## config.mk

```make
export PLATFORM = sky130hd
export DESIGN_NAME = iir_filter_with_output_feedback_core
export DESIGN_NICKNAME = d
export VERILOG_FILES = /design/src/sv/iirfb_pkg.sv /design/src/sv/iir_filter_with_output_feedback_core.sv
export SDC_FILE = /design/constraint.sdc
export NUM_CORES = 2
export LEC_CHECK = 0
export BUFFER_PORTS_ARGS = -buffer_cell sky130_fd_sc_hd__buf_2
export CAP_MARGIN = 20
export CORE_ASPECT_RATIO = 1.2
export CORE_MARGIN = 4
export CORE_UTILIZATION = 30
export DETAILED_ROUTE_END_ITERATION = 12
export PLACE_DENSITY = 0.53
export SETUP_SLACK_MARGIN = 0.3
export SYNTH_ARGS = -nofsm -noshare
export SYNTH_HDL_FRONTEND = slang
export SYNTH_SLANG_ARGS = --single-unit
```

## constraint.sdc

```tcl
create_clock -name i_clk -period 12.6 [get_ports i_clk]
set_input_delay 2.52 -clock i_clk [delete_from_list [all_inputs] [get_ports i_clk]]
set_output_delay 2.52 -clock i_clk [all_outputs]
set_load 0.005 [all_outputs]
```

## src/sv/iirfb_pkg.sv

```systemverilog
`timescale 1ns / 1ps

package iirfb_pkg;

    // Field and datapath widths
    localparam int SAMPLE_W   = 32;
    localparam int COEF_W     = 32;
    localparam int GAIN_W     = 31;
    localparam int FRAC_W     = 28;
    localparam int ACC_W      = 68;
    localparam int DIGIT_W    = 4;
    localparam int NUM_DIGITS = 9;
    localparam int MPL_W      = DIGIT_W * NUM_DIGITS;
    localparam int DCNT_W     = 4;
    localparam int TERM_W     = 3;

    // Filter order limits
    localparam int MAX_TAPS  = 3;
    localparam int DEF_ORDER = 3;

    // Configuration port
    localparam int CFG_IDX_W = 3;
    localparam logic [CFG_IDX_W-1:0] REG_FF_COEFF_0 = 3'd0;
    localparam logic [CFG_IDX_W-1:0] REG_FF_COEFF_1 = 3'd1;
    localparam logic [CFG_IDX_W-1:0] REG_FF_COEFF_2 = 3'd2;
    localparam logic [CFG_IDX_W-1:0] REG_FF_COEFF_3 = 3'd3;
    localparam logic [CFG_IDX_W-1:0] REG_FB_COEFF_1 = 3'd4;
    localparam logic [CFG_IDX_W-1:0] REG_FB_COEFF_2 = 3'd5;
    localparam logic [CFG_IDX_W-1:0] REG_FB_COEFF_3 = 3'd6;
    localparam logic [CFG_IDX_W-1:0] REG_INV_GAIN   = 3'd7;

    localparam logic [GAIN_W-1:0] INV_GAIN_RESET = 31'h1000_0000;

    typedef enum logic [2:0] {
        S_IDLE,
        S_GAIN,
        S_PUSH,
        S_LOAD,
        S_MAC,
        S_ROUND,
        S_FINISH
    } t_state;

    // Round half up at the binary point, then clamp to the sample range
    function automatic logic signed [SAMPLE_W-1:0] round_sat(
        input logic signed [ACC_W-1:0] acc
    );
        logic signed [ACC_W-1:0]        sum;
        logic signed [ACC_W-FRAC_W-1:0] q;
        logic                           fits;
        sum  = acc + ACC_W'(1 << (FRAC_W - 1));
        q    = sum[ACC_W-1:FRAC_W];
        fits = (q[ACC_W-FRAC_W-1:SAMPLE_W-1] == '0)
            || (q[ACC_W-FRAC_W-1:SAMPLE_W-1] == '1);
        if (fits) begin
            return q[SAMPLE_W-1:0];
        end else if (q[ACC_W-FRAC_W-1]) begin
            return {1'b1, {(SAMPLE_W-1){1'b0}}};
        end else begin
            return {1'b0, {(SAMPLE_W-1){1'b1}}};
        end
    endfunction

    // Clamp a one-bit-wider difference to the sample range
    function automatic logic signed [SAMPLE_W-1:0] sat_diff(
        input logic signed [SAMPLE_W:0] d
    );
        if (d[SAMPLE_W] == d[SAMPLE_W-1]) begin
            return d[SAMPLE_W-1:0];
        end else if (d[SAMPLE_W]) begin
            return {1'b1, {(SAMPLE_W-1){1'b0}}};
        end else begin
            return {1'b0, {(SAMPLE_W-1){1'b1}}};
        end
    endfunction

endpackage

```

## src/sv/iir_filter_with_output_feedback_core.sv

```systemverilog
`timescale 1ns / 1ps

// Direct-form-1 IIR filter with output feedback on the input.
// Input channel: i_sample_in with i_sample_valid / o_sample_ready; one sample
// per transfer. Output channel: o_correction_out with o_correction_valid /
// i_correction_ready; exactly one correction per input sample, in order.
// Config port: i_cfg_we, i_cfg_index, i_cfg_data; write only while idle.
// All products run through one shared multiply-accumulate that consumes the
// multiplier operand 4 bits per cycle (9 digits per product): first the
// corrected sample times the reciprocal gain, then one product for each
// input and output history tap.
// The block takes one sample at a time. The result sits in an output
// register; a new sample may be taken while it waits. If the receiver stalls
// when the next result is done, the block holds in its last step until the
// register frees up.
// Reset clears the histories, the coefficients to zero and the reciprocal
// gain to 1.0.
module iir_filter_with_output_feedback_core #(
    parameter int ORDER = iirfb_pkg::DEF_ORDER
) (
    input  logic                                  i_clk,
    input  logic                                  i_rst_n,
    input  logic                                  i_sample_valid,
    output logic                                  o_sample_ready,
    input  logic signed [iirfb_pkg::SAMPLE_W-1:0] i_sample_in,
    output logic                                  o_correction_valid,
    input  logic                                  i_correction_ready,
    output logic signed [iirfb_pkg::SAMPLE_W-1:0] o_correction_out,
    input  logic                                  i_cfg_we,
    input  logic [iirfb_pkg::CFG_IDX_W-1:0]       i_cfg_index,
    input  logic [iirfb_pkg::COEF_W-1:0]          i_cfg_data
);

    localparam int TAPS   = (ORDER < 1) ? 1 :
                            ((ORDER > iirfb_pkg::MAX_TAPS) ? iirfb_pkg::MAX_TAPS : ORDER);
    localparam int NTERMS = 2 * TAPS + 1;
    localparam int SW     = iirfb_pkg::SAMPLE_W;
    localparam int AW     = iirfb_pkg::ACC_W;
    localparam int MW     = iirfb_pkg::MPL_W;
    localparam int DW     = iirfb_pkg::DIGIT_W;

    iirfb_pkg::t_state r_state, n_state;

    // Coefficients and histories
    logic signed [iirfb_pkg::COEF_W-1:0] r_ff [iirfb_pkg::MAX_TAPS+1];
    logic signed [iirfb_pkg::COEF_W-1:0] r_fb [iirfb_pkg::MAX_TAPS];
    logic [iirfb_pkg::GAIN_W-1:0]        r_inv_gain;
    logic signed [SW-1:0]                r_xh [TAPS+1];
    logic signed [SW-1:0]                r_yh [TAPS];

    // Serial MAC datapath
    logic signed [MW-1:0]               r_mplier;
    logic signed [AW-1:0]               r_mcand;
    logic signed [AW-1:0]               r_acc;
    logic [iirfb_pkg::DCNT_W-1:0]       r_digit;
    logic [iirfb_pkg::TERM_W-1:0]       r_term;
    logic signed [SW-1:0]               r_y;
    logic signed [SW-1:0]               r_out;
    logic                               r_out_valid;

    // Control decodes
    logic c_accept, c_step, c_push, c_load, c_round, c_emit, c_next_term;
    logic w_last_digit, w_last_term, w_out_free;
    logic signed [DW:0]                 w_digit;
    logic signed [AW-1:0]               w_pp;
    logic signed [SW:0]                 w_corrected;
    logic signed [SW-1:0]               w_opnd;
    logic signed [iirfb_pkg::COEF_W-1:0] w_coef;

    assign w_last_digit = (r_digit == iirfb_pkg::DCNT_W'(iirfb_pkg::NUM_DIGITS - 1));
    assign w_last_term  = (r_term == iirfb_pkg::TERM_W'(NTERMS - 1));
    assign w_out_free   = !r_out_valid || i_correction_ready;

    // Next state
    always_comb begin
        n_state = r_state;
        case (r_state)
            iirfb_pkg::S_IDLE:   if (i_sample_valid) n_state = iirfb_pkg::S_GAIN;
            iirfb_pkg::S_GAIN:   if (w_last_digit) n_state = iirfb_pkg::S_PUSH;
            iirfb_pkg::S_PUSH:   n_state = iirfb_pkg::S_LOAD;
            iirfb_pkg::S_LOAD:   n_state = iirfb_pkg::S_MAC;
            iirfb_pkg::S_MAC: begin
                if (w_last_digit) begin
                    n_state = w_last_term ? iirfb_pkg::S_ROUND : iirfb_pkg::S_LOAD;
                end
            end
            iirfb_pkg::S_ROUND:  n_state = iirfb_pkg::S_FINISH;
            iirfb_pkg::S_FINISH: if (w_out_free) n_state = iirfb_pkg::S_IDLE;
            default:             n_state = iirfb_pkg::S_IDLE;
        endcase
    end

    // State decodes
    always_comb begin
        o_sample_ready = 1'b0;
        c_step         = 1'b0;
        c_push         = 1'b0;
        c_load         = 1'b0;
        c_round        = 1'b0;
        c_emit         = 1'b0;
        c_next_term    = 1'b0;
        case (r_state)
            iirfb_pkg::S_IDLE:   o_sample_ready = 1'b1;
            iirfb_pkg::S_GAIN:   c_step = 1'b1;
            iirfb_pkg::S_PUSH:   c_push = 1'b1;
            iirfb_pkg::S_LOAD:   c_load = 1'b1;
            iirfb_pkg::S_MAC: begin
                c_step      = 1'b1;
                c_next_term = w_last_digit;
            end
            iirfb_pkg::S_ROUND:  c_round = 1'b1;
            iirfb_pkg::S_FINISH: c_emit = w_out_free;
            default:             o_sample_ready = 1'b0;
        endcase
    end

    assign c_accept = o_sample_ready && i_sample_valid;

    // Sample plus previous output, exact
    assign w_corrected = (SW+1)'(i_sample_in) + (SW+1)'(r_yh[0]);

    // Lowest digits are unsigned, the top digit carries the sign
    always_comb begin
        if (w_last_digit) begin
            w_digit = {r_mplier[DW-1], r_mplier[DW-1:0]};
        end else begin
            w_digit = {1'b0, r_mplier[DW-1:0]};
        end
    end

    assign w_pp = $signed(w_digit) * r_mcand;

    // Operand and coefficient for the current term
    always_comb begin
        w_opnd = '0;
        w_coef = '0;
        for (int k = 0; k <= TAPS; k++) begin
            if (r_term == iirfb_pkg::TERM_W'(k)) begin
                w_opnd = r_xh[k];
                w_coef = r_ff[k];
            end
        end
        for (int k = 0; k < TAPS; k++) begin
            if (r_term == iirfb_pkg::TERM_W'(TAPS + 1 + k)) begin
                w_opnd = r_yh[k];
                w_coef = r_fb[k];
            end
        end
    end

    // Control registers
    always_ff @(posedge i_clk) begin
        if (!i_rst_n) begin
            r_state     <= iirfb_pkg::S_IDLE;
            r_out_valid <= 1'b0;
            r_digit     <= '0;
            r_term      <= '0;
        end else begin
            r_state <= n_state;
            if (c_emit) begin
                r_out_valid <= 1'b1;
            end else if (i_correction_ready) begin
                r_out_valid <= 1'b0;
            end
            if (c_accept || c_load) begin
                r_digit <= '0;
            end else if (c_step) begin
                r_digit <= r_digit + 1'b1;
            end
            if (c_push) begin
                r_term <= '0;
            end else if (c_next_term) begin
                r_term <= r_term + 1'b1;
            end
        end
    end

    // Configuration registers
    always_ff @(posedge i_clk) begin
        if (!i_rst_n) begin
            for (int k = 0; k <= iirfb_pkg::MAX_TAPS; k++) r_ff[k] <= '0;
            for (int k = 0; k < iirfb_pkg::MAX_TAPS; k++) r_fb[k] <= '0;
            r_inv_gain <= iirfb_pkg::INV_GAIN_RESET;
        end else if (i_cfg_we) begin
            case (i_cfg_index)
                iirfb_pkg::REG_FF_COEFF_0: r_ff[0] <= i_cfg_data;
                iirfb_pkg::REG_FF_COEFF_1: r_ff[1] <= i_cfg_data;
                iirfb_pkg::REG_FF_COEFF_2: r_ff[2] <= i_cfg_data;
                iirfb_pkg::REG_FF_COEFF_3: r_ff[3] <= i_cfg_data;
                iirfb_pkg::REG_FB_COEFF_1: r_fb[0] <= i_cfg_data;
                iirfb_pkg::REG_FB_COEFF_2: r_fb[1] <= i_cfg_data;
                iirfb_pkg::REG_FB_COEFF_3: r_fb[2] <= i_cfg_data;
                iirfb_pkg::REG_INV_GAIN:   r_inv_gain <= i_cfg_data[iirfb_pkg::GAIN_W-1:0];
                default:                   r_inv_gain <= r_inv_gain;
            endcase
        end
    end

    // Input and output histories
    always_ff @(posedge i_clk) begin
        if (!i_rst_n) begin
            for (int k = 0; k <= TAPS; k++) r_xh[k] <= '0;
            for (int k = 0; k < TAPS; k++) r_yh[k] <= '0;
        end else begin
            if (c_push) begin
                for (int k = TAPS; k > 0; k--) r_xh[k] <= r_xh[k-1];
                r_xh[0] <= iirfb_pkg::round_sat(r_acc);
            end
            if (c_emit) begin
                for (int k = TAPS - 1; k > 0; k--) r_yh[k] <= r_yh[k-1];
                r_yh[0] <= r_y;
            end
        end
    end

    // Digit-serial multiply-accumulate
    always_ff @(posedge i_clk) begin
        if (c_accept) begin
            r_mplier <= MW'(w_corrected);
            r_mcand  <= AW'({1'b0, r_inv_gain});
            r_acc    <= '0;
        end else if (c_load) begin
            r_mplier <= MW'(w_opnd);
            r_mcand  <= AW'(w_coef);
        end else if (c_step) begin
            r_mplier <= r_mplier >>> DW;
            r_mcand  <= r_mcand <<< DW;
            r_acc    <= r_acc + w_pp;
        end else if (c_push) begin
            r_acc <= '0;
        end
        if (c_round) begin
            r_y <= iirfb_pkg::round_sat(r_acc);
        end
        if (c_emit) begin
            r_out <= iirfb_pkg::sat_diff((SW+1)'(r_y) - (SW+1)'(r_yh[0]));
        end
    end

    assign o_correction_valid = r_out_valid;
    assign o_correction_out   = r_out;

endmodule
```

== Word-level counts from Yosys, hierarchy flattened ==
Memories as Yosys holds them, arrays and structs flattened.
Index checks and enable logic that the tools add are counted.

* Add/sub/neg operators: 6
* Multiply operators: 1
* Equality and inequality tests: 26
* Muxes and demuxes: 93
* Bitwise operators: 16
* Reductions and logical operators: 20

{| class="wikitable"
|+ Operators with widths
! cell !! count
|-
| $mux W32 || 34
|-
| $mux W68 || 4
|-
| $mux W36 || 2
|-
| $add A68 B29 Y68 const B || 1
|-
| $add A68 B68 Y68 || 1
|-
| $mul A5 B68 Y68 || 1
|-
| $mux W1 || 44
|-
| $mux W35 || 1
|-
| $add A32 B32 Y33 || 1
|-
| $sub A32 B32 Y33 || 1
|-
| $mux W31 || 1
|-
| $eq A3 B3 Y1 const B || 10
|-
| $pmux W3 S7 || 1
|-
| $eq A3 B2 Y1 const B || 6
|-
| $mux W3 || 5
|-
| $or A1 B1 Y1 || 14
|-
| $eq A3 B1 Y1 const B || 3
|-
| $eq A9 B9 Y1 const B || 1
|-
| $logic_not A3 Y1 || 3
|-
| $logic_not A9 Y1 || 1
|-
| $ne A2 B2 Y1 const B || 4
|-
| $reduce_bool A2 Y1 || 4
|-
| $reduce_or A2 Y1 || 3
|-
| $mux W5 || 1
|-
| 11 further kinds || 15
|}

* Register bits after elaboration: 278
* Bits in writable memories: 448
* Bits of input ports: 72
* Output and inout bits: 34
* Word-level logic and storage cells: 178
* Memories kept: 4

{| class="wikitable"
|+ Memories
! name !! depth !! width !! rd ports !! clocked after Yosys merged registers in !! wr ports !! RTL line !! text
|-
| r_ff || 4 || 32 || 4 || 0 || 4 || iir_filter_with_output_feedback_core.sv:45 || <nowiki>logic signed [iirfb_pkg::COEF_W-1:0] r_ff [iirfb_pkg::MAX_TAPS+1];</nowiki>
|-
| r_xh || 4 || 32 || 4 || 0 || 4 || iir_filter_with_output_feedback_core.sv:48 || <nowiki>logic signed [SW-1:0] r_xh [TAPS+1];</nowiki>
|-
| r_fb || 3 || 32 || 3 || 0 || 3 || iir_filter_with_output_feedback_core.sv:46 || <nowiki>logic signed [iirfb_pkg::COEF_W-1:0] r_fb [iirfb_pkg::MAX_TAPS];</nowiki>
|-
| r_yh || 3 || 32 || 3 || 0 || 3 || iir_filter_with_output_feedback_core.sv:49 || <nowiki>logic signed [SW-1:0] r_yh [TAPS];</nowiki>
|}

== Logic depth before layout (Yosys ltp) ==
* Depth in word-level cells: 10
* Depth in mapped cells: 23
* Mapped depth without buffers: 21

== Least setup slack after synthesis ==
No wires, ideal clock.

* Path type: input-to-reg
* Start point: input port i_correction_ready
* End point: memory r_yh[0][0] (netlist name) (enable)
* Library setup time: 683 ps
* Arrival time: 9307 ps
* Required time: 11917 ps
* Path slack: 2610 ps
* Cell stages on the path: 2
* Path buffers: 0
* Cells stage by stage: nor2b_1 -> o21ai_0

{| class="wikitable"
|+ RTL lines
! item !! RTL line !! text
|-
| from (decl) || iir_filter_with_output_feedback_core.sv:27 || <nowiki>input logic i_correction_ready,</nowiki>
|-
| to (decl) || iir_filter_with_output_feedback_core.sv:49 ||
|}

== Final worst setup path ==
* Start point: register r_mplier[3]
* End point: register r_acc[67]

* Cells in the longest elaborated chain, start to end: 4

{| class="wikitable"
|+ Ends and longest elaborated chain
! item !! RTL line !! text
|-
| from (decl) || iir_filter_with_output_feedback_core.sv:52 || <nowiki>logic signed [MW-1:0] r_mplier;</nowiki>
|-
| from (signal assigned) || iir_filter_with_output_feedback_core.sv:219 || <nowiki>r_mplier <= MW'(w_corrected);</nowiki>
|-
| from (signal assigned) || iir_filter_with_output_feedback_core.sv:223 || <nowiki>r_mplier <= MW'(w_opnd);</nowiki>
|-
| from (signal assigned) || iir_filter_with_output_feedback_core.sv:226 || <nowiki>r_mplier <= r_mplier >>> DW;</nowiki>
|-
| $mux W5 || iir_filter_with_output_feedback_core.sv:124 || <nowiki>if (w_last_digit) begin</nowiki>
|-
| $mul A5 B68 Y68 || iir_filter_with_output_feedback_core.sv:131 || <nowiki>assign w_pp = $signed(w_digit) * r_mcand;</nowiki>
|-
| $add A68 B68 Y68 || iir_filter_with_output_feedback_core.sv:228 || <nowiki>r_acc <= r_acc + w_pp;</nowiki>
|-
| $mux W68 || iir_filter_with_output_feedback_core.sv:225 || <nowiki>end else if (c_step) begin</nowiki>
|-
| to (signal assigned) || iir_filter_with_output_feedback_core.sv:228 ||
|-
| to (decl) || iir_filter_with_output_feedback_core.sv:54 || <nowiki>logic signed [AW-1:0] r_acc;</nowiki>
|}

No other way between the ends.
A chain may end at the register's enable or synchronous reset.

==> results.toml <==
[outcome]
status = "completed"

[detailed_routing]
vias = 34600
dr.pass1.iters = 8
wl_um = 135000
post_drt_via_cell_ratio = 5.07
drtIter0Drc = 2158
remaining_drc_errors = 0
wl_per_cell_um = 19.7
ant_nets = 0

[worst_setup_path]
crit_path_frequent_cell = "fa_1"
timing.critical_path.from_type = "flop"
cpMaxStageDelayCell = "buf_4"
r2r_slack_ns = 5.35
cp_max_fo = 66
crit_chain = "buf_4 > nand4b_1 > buf_4 > or2_2 > fa_1 > fa_1 > fa_1 > fa_1 > inv_1 > fa_1 > a21o_1 > nand4_1 > a311oi_1 > or3_1 > a21oi_2 > o31ai_1 > a31o_1 > o2111a_1 > or3_1 > a31o_1"
critical-path-top-delay-family = "adder cells"
end_kind = "flop"
cp_data_arrival_time_ns = 7.83
cp.depth = 20
reg2reg_depth = 20
cp_data_required_time_ns = 13.18
critical_path_class = "reg -> reg"
slowest_delay_ns = 0.55
critPathBufInv = 3

[floorplan]
die_area_um2 = 164000
rows = 159
start_util_pct = 30.2
dieWidth_um = 371
die_h_um = 443
core_um2 = 157000
num_io_pins = 106

[timing]
whs_ns = 0.467
finalSetupViolations = 0
finalClockSkew_ns = 0.0387
setup_tns_ns = 0
worstMarginPinSlew_ns = 1.10
maxSlewViolCount = 0
slew_headroom_pct = 26.4
grt_setup_unrepaired = "no"
final.period_utilization_pct = 57.5
setup_ws_ns = 5.35
finalHoldViolCount = 0
fin_crit_ns = 7.25
fmax_mhz = 138

[placement]
post_dp_cell_area_um2 = 50100
dpl.hpwl_um = 92800
port_buffers = 105
post-place-cells = 6686
gp_congestion = 0.831
place_ws_ns = 5.32

[global_routing]
grt_pass1_wl_um = 211000
track_usage_pct = 16.2
grt-ovfl-total = 0
antenna_found_initial = 12
grt_pass1_vias = 35500
grt_max_degree = 101

[clock_tree]
cts.sinks = 724
ctsResizeCount = 0
post_cts_buffers = 0
cts_tree = "done"
cts-root-buf = "clkbuf_16"
cts.clk_slew.worst_paths_ns = 0.06
clock_path_buffers = 3
numCtsBuffers = 81
htreeDepth = 3
hold_buffers = 0
clock_latency_ns = 0.70

[min_path]
holdPathStages = 2
min_path_type = "reg -> reg"

[synthesis]
synth_ff_type = "edfxtp_1"
yosysSeqAreaShare_pct = 42.8
ys_ff_latch = 724
synth_fp_nets = 5252
synth-async-reset-ratio_pct = 0
synth_edf_count = 577
yosysUniqueCellTypes = 77
postSynthCellCount = 4714
avgSynthCellArea_um2 = 10.1
yosys_warnings = 0
netlist_area_um2 = 47400

[cells_and_area]
nNetsFinal = 5216
final_common_cell = "edfxtp_1"
syn2layout_area_growth_pct = 11.4
fin_area_um2 = 52800
stdcell_count = 6838
final_cell_mix = "577 x edfxtp_1, 510 x and2_1, 444 x inv_1"
drive_gt1_share_pct = 7.08
fillers = 16100

[pwr]
leakage_nw = 20.9
p_per_area_nw_per_um2 = 237
peakVddDrop_mv = 0.219

[run]
maxCapViolCount = 0
logic make-up after synthesis:
logic type,after synthesis,share of synthesized area [%]
buf+inv,729,5.83
xor+xnor,149,2.75
flops,724,42.8
fa+ha+maj,473,16.6
compound gates,1097,15.4
simple gates,1540,16.7
mux,2,0.0422
cell usage after synthesis, drive strengths merged, types with 73 or more instances:
cell / n / area share, %
a22oi: 96 / 1.5
clkbuf: 254 / 2.0
o21ai: 295 / 3.1
a21o: 90 / 1.4
and2: 512 / 6.8
and3: 120 / 1.6
a21oi: 171 / 1.8
xnor2: 82 / 1.5
dfxtp: 147 / 6.2
nand2: 420 / 3.3
inv: 444 / 3.5
ha: 206 / 5.4
edfxtp: 577 / 37
fa: 260 / 11
o211ai: 73 / 1.2
nor2: 261 / 2.1
per-layer routing:
metal	vias up	GRT usage (%)	share of wire, %
met3	181	1.63	3.5
met4	0	5.85	3.5
met2	666	29.1	51
met1	17400	20.2	42
met5	-	0	0
li1	16400	-	-
flip-flops by register name, summed over array words and instances (netlist names):
| signal | count |
|---|---|
| o_correction_out | 32 |
| o_correction_valid | 1 |
| r_acc | 68 |
| r_digit | 4 |
| r_fb | 96 |
| r_ff | 128 |
| r_inv_gain | 31 |
| r_mcand | 68 |
| r_mplier | 34 |
| r_state | 3 |
| r_term | 3 |
| r_xh | 128 |
| r_y | 32 |
| r_yh | 96 |
path summary, 6_finish.rpt:
kind,from,end
worst min-delay path,r_inv_gain[28],r_inv_gain[28]
worst max register to register,r_mplier[3],r_acc[67]
worst min register to register,r_inv_gain[28],r_inv_gain[28]
worst max-delay path,r_mplier[3],r_acc[67]
tightest hold or removal path: stages, from the launching register on:
cell and delay, ns:
dfxtp_1 0.31, nand2_1 0.05, nand3_1 0.06
through the flow:
stage	power [mW]	util, %
2_1_floorplan	8.31	-
3_3_place_gp	10.1	32.0
3_5_place_dp	10.2	32.0
4_1_cts	12.7	33.7
5_1_grt	13.7	33.7
6_report	12.5	33.7
where the power goes:
group | internal (mW) | total [mW] | leakage, nW | switching (mW)
combinational | 2.55 | 6.67 | 12.7 | 4.12
clock | 1.32 | 2.39 | 1.28 | 1.07
sequential | 3.05 | 3.44 | 6.92 | 0.397
total | 6.92 | 12.5 | 20.9 | 5.58
layout make-up:
class / count / area [um^2] / area share, %
Clock buffer: 104 / 2170 / 4.10
Antenna cell: 2 / 5.00 / 0.00947
Tap cell: 2093 / 2620 / 4.96
Sequential cell: 724 / 20300 / 38.4
Clock inverter: 44 / 485 / 0.919
Multi-Input combinational cell: 3261 / 24600 / 46.6
Inverter: 444 / 1670 / 3.15
Timing Repair Buffer: 166 / 1020 / 1.93
Power figures use the tool's default switching activity.
